**src/hdl/bba_pkg.sv**
```systemverilog
// bba_pkg: constants, status codes and tree-node helpers for the buddy allocator
// used by bba_need and buddy_block_allocator; no dependencies
`default_nettype none

package bba_pkg;

	localparam int MAX_LEVEL    = 10;
	localparam int UNIT_BYTES   = 1024;
	localparam int HEADER_BYTES = 16;
	localparam int UNITS        = 1 << MAX_LEVEL;
	localparam int NODES        = 2 << MAX_LEVEL;
	localparam int WORD_BITS    = 32;
	localparam int WORDS        = NODES / WORD_BITS;
	localparam int LVL_W        = 4;
	localparam int UNIT_W       = 10;
	localparam int NODE_W       = 11;
	localparam int WADDR_W      = 6;
	localparam int BIT_W        = 5;

	typedef enum logic [1:0] {
		ST_OK       = 2'd0,
		ST_ZERO     = 2'd1,
		ST_NO_SPACE = 2'd2,
		ST_BAD_FREE = 2'd3
	} status_t;

	// heap-style node index of the block at (level, unit offset)
	function automatic logic [NODE_W-1:0] node_of(input logic [LVL_W-1:0] lvl,
			input logic [UNIT_W-1:0] unit);
		logic [NODE_W-1:0] base;
		base = NODE_W'(1) << (LVL_W'(MAX_LEVEL) - lvl);
		return base + NODE_W'(unit >> lvl);
	endfunction

	// first and last bitmap word holding the nodes of a level
	function automatic logic [WADDR_W-1:0] first_word(input logic [LVL_W-1:0] lvl);
		logic [NODE_W-1:0] base;
		base = NODE_W'(1) << (LVL_W'(MAX_LEVEL) - lvl);
		return base[NODE_W-1:BIT_W];
	endfunction

	function automatic logic [WADDR_W-1:0] last_word(input logic [LVL_W-1:0] lvl);
		logic [NODE_W-1:0] top;
		top = (NODE_W'(2) << (LVL_W'(MAX_LEVEL) - lvl)) - NODE_W'(1);
		return top[NODE_W-1:BIT_W];
	endfunction

endpackage

`default_nettype wire

```
**src/hdl/bba_need.sv**
```systemverilog
// bba_need: smallest block level that covers a request plus its header
// depends on bba_pkg
`default_nettype none

module bba_need import bba_pkg::*; (
	input  wire logic [31:0]      request_bytes,
	output logic      [LVL_W-1:0] need
);

	logic [32:0] total;

	assign total = {1'b0, request_bytes} + 33'(HEADER_BYTES);

	// 11 independent compares, lowest fitting level wins; 11 means too large
	always_comb begin
		need = LVL_W'(MAX_LEVEL + 1);
		for (int l = MAX_LEVEL; l >= 0; l--) begin
			if (total <= (33'(UNIT_BYTES) << l)) begin
				need = LVL_W'(l);
			end
		end
	end

endmodule

`default_nettype wire

```
**config.mk**
```make
export PLATFORM = sky130hd
export DESIGN_NAME = bba_need
export DESIGN_NICKNAME = d
export VERILOG_FILES = /design/src/hdl/bba_pkg.sv /design/src/hdl/bba_need.sv
export SDC_FILE = /design/constraint.sdc
export NUM_CORES = 1
export LEC_CHECK = 0
export ABC_AREA = 1
export BUFFER_PORTS_ARGS = -buffer_cell sky130_fd_sc_hd__buf_2
export CAP_MARGIN = 0
export CORE_MARGIN = 2
export CORE_UTILIZATION = 25
export DETAILED_ROUTE_END_ITERATION = 6
export SLEW_MARGIN = 20
export SYNTH_ARGS = -nofsm -noshare
export SYNTH_HDL_FRONTEND = slang
export SYNTH_SLANG_ARGS = --single-unit
```
**constraint.sdc**
```tcl
create_clock -name vclk -period 3.9
set_input_delay 0.78 -clock vclk [all_inputs]
set_output_delay 0.78 -clock vclk [all_outputs]
set_load 0.05 [all_outputs]
```
==> impl_metrics.tcl, run 1 <==
set metrics [dict create \
    drive_gt1_frac 0.392 \
    fin_crit_sh 0.970 \
    routabilityCongestion 0.906 \
    finalSetupViolations 0 \
    p_per_area_mw_per_mm2 62.5 \
    cap_violations 0 \
    grt_overflow 0 \
    layout_commonest_cell "nand2_1" \
    die_x_um 86.5 \
    ir_worst_vdd_mv 0.0331 \
    wl_per_cell_um 11.2 \
    via_per_inst 4.60 \
    first_iter_violations 124 \
    clock_buffers 0 \
    place_hpwl_um 4730 \
    die_h_um 86.5 \
    die_area_mm2 0.00748 \
    fin_setup_tns_ns 0 \
    crit_fanout 5 \
    fin_crit_ns 3.78 \
    swShare 0.609 \
    startpoint_type "input port" \
    relSlewSlack 0.592 \
    synthDistinctLibCells 28 \
    diodes 0 \
    grt_pass1_vias 2089 \
    grt_max_degree 7 \
    intPower_uw 62.1 \
    fmax_mhz 264 \
    yosysSeqAreaShare 0 \
    path_class "input port to primary output" \
    design.core.area_mm2 0.00668 \
    numSequentialCells 0 \
    final_util 0.381 \
    fin_nets 452 \
    hp-class "input port to primary output" \
    ios 36 \
    critical_path.startpoint "request_bytes[5]" \
    start_util 0.254 \
    rsz0062_at_grt "yes" \
    p_switching_uw 96.8 \
    tightest_slew_ns 0.604 \
    postRouteAntennaNets 0 \
    vias 2283 \
    synth_top_area_share 0.274 \
    antenna_found_initial 0 \
    fillCellCount 746 \
    synthCells 345 \
    drc_errors 0 \
    worstSetupEndpointType "primary output" \
    min_from "request_bytes[3]" \
    status "finished clean" \
    drt-pass1-iter-count 4 \
    cp.arrival_ns 3.00 \
    p_comb_frac 1.000 \
    power_frac_seq 0 \
    hold_viol 0 \
    wirelength_um 5530 \
    synth.cell_area_mm2 0.00170 \
    syn_nets 379 \
    yosysTopAreaCell "nand2_1" \
    p_leak_nw 1.24 \
    slew_violations 0 \
    final-seq-area_um2 0 \
    final_cell_mix "nand2_1 (111), inv_1 (40), nor2_1 (39)" \
    area_delta_synth_final_pct 49.6 \
    ys_warn_count 0 \
    std_cell_rows 30 \
    required_ns 3.12 \
    ys_top_cells_by_area "nand2_1 (27%), nor2_1 (12%), inv_1 (9.1%)" \
    grt_usage 0.143 \
    avgSynthCellArea_um2 4.93 \
    holdBufCountCts 0 \
    p_clk_frac 0 \
    grt_pass1_wl_um 9050 \
    port_buffers 36 \
]
-- cells by family after synthesis --
family                   after synthesis  synth area share
adder cells (fa/ha/maj)                2            0.0147
XOR/XNOR                               6            0.0353
AO/OA/AOI/OAI                         13            0.0530
AND/OR/NAND/NOR                      273             0.784
buffers and inverters                 51             0.113
-- synthesized netlist by cell type (2+ instances only) --
master	number
nand3_1	25
inv_1	41
a21oi_1	2
nor2_8	2
nor2_1	56
o21bai_1	2
nand4_1	11
xnor2_1	2
o21ai_1	4
nor2_4	11
nor3_1	12
nand3_2	3
nand2_1	124
nand2_2	13
nor2_2	6
inv_2	9
nand3b_1	7
ha_1	2
xor2_1	3
o41ai_1	2
-- path summary, 6_finish.rpt --
path       to  slack (ns)  depth (start not counted)
min   need[0]        2.28                          8
max   need[0]        0.12                         19
-- worst max-delay path: stages --
cell      delay (ns)
buf_8           0.08
buf_6           0.10
nand2_4         0.05
nor2_4          0.21
nand3_4         0.14
o21ai_2         0.14
nand2_2         0.10
nor2_4          0.17
nand3_4         0.10
nor2_4          0.15
nand3b_4        0.12
nor2_4          0.15
inv_4           0.06
nor2_8          0.10
a31oi_2         0.07
nand2_2         0.10
nand2_2         0.06
a21oi_4         0.14
buf_6           0.17
-- timing repair --
action / 4_1_cts / 5_1_grt
setup buffers: 0 / 8
gates resized for setup: 4 / 73
setup endpoints to repair: 2 / 3
hold endpoints to repair: 0 / 0
pin swaps: 0 / 27
cloned: 0 / 0
-- cell type report --
cell class	count	area, um^2	share of cell area
multi-input cells	294	1770	0.695
repair buffers	71	483	0.190
inverters	51	194	0.0762
well taps	80	100	0.0394
-- per-stage QoR --
| stage | total power [mW] | worst slack, ns | area, um^2 | std cells | hold slack [ns] |
|---|---|---|---|---|---|
| 3_3_place_gp | 0.130 | -0.0869 | 2190 | 488 | 2.33 |
| 4_1_cts | 0.132 | 0.00116 | 2210 | 488 | 2.33 |
| 6_report | 0.159 | 0.116 | 2540 | 496 | 2.28 |
| 5_1_grt | 0.175 | -0.126 | 2540 | 496 | 2.36 |
| 3_5_place_dp | 0.131 | -0.116 | 2190 | 488 | 2.34 |
| 2_1_floorplan | 0.0717 | 0.0517 | 1710 | 345 | 1.96 |
-- power by group through the flow --
| stage | sequential (mW) | combinational [mW] | clock, mW |
|---|---|---|---|
| 2_1_floorplan | 0 | 0.0717 | 0 |
| 5_1_grt | 0 | 0.175 | 0 |
| 4_1_cts | 0 | 0.132 | 0 |
| 3_3_place_gp | 0 | 0.130 | 0 |
| 3_5_place_dp | 0 | 0.131 | 0 |
| 6_report | 0 | 0.159 | 0 |
-- per-layer routing --
layer	up-vias	track usage	routed length, um
li1	1227	-	-
met5	-	0	0
met3	2	0.00190	185
met4	0	0.0128	34
met2	46	0.252	2710
met1	1008	0.203	2610
No activity file was read; power rests on OpenSTA's default activity.
==> run 2, diff against run 1 <==
Settings changed: CELL_PAD_IN_SITES_DETAIL_PLACEMENT from default to 0, CELL_PAD_IN_SITES_GLOBAL_PLACEMENT from default to 1, PLACE_DENSITY_LB_ADDON from default to 0.1.
==> run 2 against run 1 <==
Final cell count grew 5.0%; design area is 9.7% higher; setup slack worse by 0.0097 ns; combinational power up 9%; critical path depth up 2; sequential share of layout area stayed put; flip-flop and latch count is the same; worst hold slack gained 0.084 ns; core utilization up 3.7 points; global-route usage rose by 2.0 points.
==> impl_metrics.tcl, run 2 (synthesized netlist as in run 1, its figures left out) <==
set metrics [dict create \
    status "finished clean" \
    worstSetupEndpointType "primary output" \
    final_cell_mix "nand2_1 (104), buf_4 (58), inv_1 (37)" \
    grt_pass1_wl_um 9960 \
    critPathTopFamily "simple AND/OR/NAND/NOR gates" \
    final_util 0.418 \
    cp.arrival_ns 3.01 \
    grt_use_met3 0.00190 \
    path_class "input port to primary output" \
    busiest_layer "met2" \
    p_per_area_mw_per_mm2 62.1 \
    die_h_um 86.5 \
    intPower_uw 71.7 \
    holdBufCountCts 0 \
    via_per_inst 4.54 \
    place_hpwl_um 5580 \
    fmax_mhz 264 \
    grt_usage 0.163 \
    die_x_um 86.5 \
    hold_viol 0 \
    start_util 0.254 \
    grt_max_degree 7 \
    path_buf_inv 5 \
    ios 36 \
    swShare 0.586 \
    die_area_mm2 0.00748 \
    fin_setup_tns_ns 0 \
    grt_overflow 0 \
    multiInputGateArea_mm2 0.00181 \
    relSlewSlack 0.756 \
    fillCellCount 769 \
    p_clk_frac 0 \
    tightest_slew_ns 0.362 \
    final-seq-area_um2 0 \
    fin_crit_sh 0.973 \
    hp-class "input port to primary output" \
    antenna_found_initial 0 \
    crit_fanout 4 \
    postRouteAntennaNets 0 \
    crit_chain "buf_2, nand2_2, nor2_4, buf_4, nand2_1, nor2_2, nand2_1, nand2_1, nand2_2, inv_2, nand3_4, nor2_4, nand3b_4, nor2_4, inv_4, nor2_8, a31oi_2, nand2_2, nand2_2, a21oi_4, buf_6" \
    fin_nets 477 \
    p_comb_frac 1.000 \
    wl_per_cell_um 12.1 \
    wirelength_um 6280 \
    timing.critical_path.mode_cell "nand2_2" \
    vias 2363 \
    diodes 0 \
    design.core.area_mm2 0.00668 \
    p_switching_uw 102 \
    clock_buffers 0 \
    power_frac_seq 0 \
    drt-pass1-iter-count 4 \
    layout_commonest_cell "nand2_1" \
    fin_crit_ns 3.79 \
    drive_gt1_frac 0.472 \
    rsz0062_at_grt "yes" \
    std_cell_rows 30 \
    use_met1 0.216 \
    cap_violations 0 \
    grt_pass1_vias 2145 \
    grt_use_met2 0.311 \
    startpoint_type "input port" \
    routabilityCongestion 0.835 \
    area_delta_synth_final_pct 64.2 \
    port_buffers 36 \
    numSequentialCells 0 \
    finalSetupViolations 0 \
    p_leak_nw 1.37 \
    first_iter_violations 50 \
    slowest_stage "nor2_4" \
    slew_violations 0 \
    drc_errors 0 \
    ir_worst_vdd_mv 0.0244 \
    required_ns 3.12 \
    critical-path-max-stage-delay_ns 0.16 \
]
run 2: changes by cell type in the layout (fill, tap and decap cells not counted), sizes merged:
cell,change
clkbuf,+2
buf,+23
run 2: final cells by class:
cell class | instances | share of cell area
Tap cell | 80 | 0.0359
Multi-Input combinational cell | 294 | 0.649
Timing Repair Buffer | 96 | 0.246
Inverter | 51 | 0.0695
run 2: per-layer routing:
layer  vias to the layer above  wire [um]
met5                         -          0
met4                         0         23
met3                         2         88
met2                        32       3230
met1                      1051       2930
li1                       1278          -
run 2: per-stage QoR:
step / setup slack (ns) / total power [mW] / area [um^2] / hold slack (ns) / instances
2_1_floorplan: 0.0517 / 0.0717 / 1710 / 1.96 / 345
3_3_place_gp: -0.206 / 0.146 / 2380 / 2.38 / 513
3_5_place_dp: -0.186 / 0.145 / 2380 / 2.38 / 513
4_1_cts: 0.0202 / 0.148 / 2420 / 2.37 / 513
5_1_grt: -0.0734 / 0.190 / 2790 / 2.40 / 521
6_report: 0.107 / 0.173 / 2790 / 2.37 / 521
run 2: worst paths after layout:
check / startpoint / to / slack [ns] / cells past startpoint
max: request_bytes[10] / need[0] / 0.11 / 21
min: request_bytes[1] / need[0] / 2.37 / 9
run 2: repair_timing:
item	4_1_cts	5_1_grt
gates resized for setup	11	86
setup buffers	0	8
setup endpoints to repair	2	3
pin swaps	3	41
run 2: power by group through the flow:
stage | clock network (mW) | registers (mW) | logic (mW)
3_3_place_gp | 0 | 0 | 0.146
3_5_place_dp | 0 | 0 | 0.145
5_1_grt | 0 | 0 | 0.190
6_report | 0 | 0 | 0.173
2_1_floorplan | 0 | 0 | 0.0717
4_1_cts | 0 | 0 | 0.148
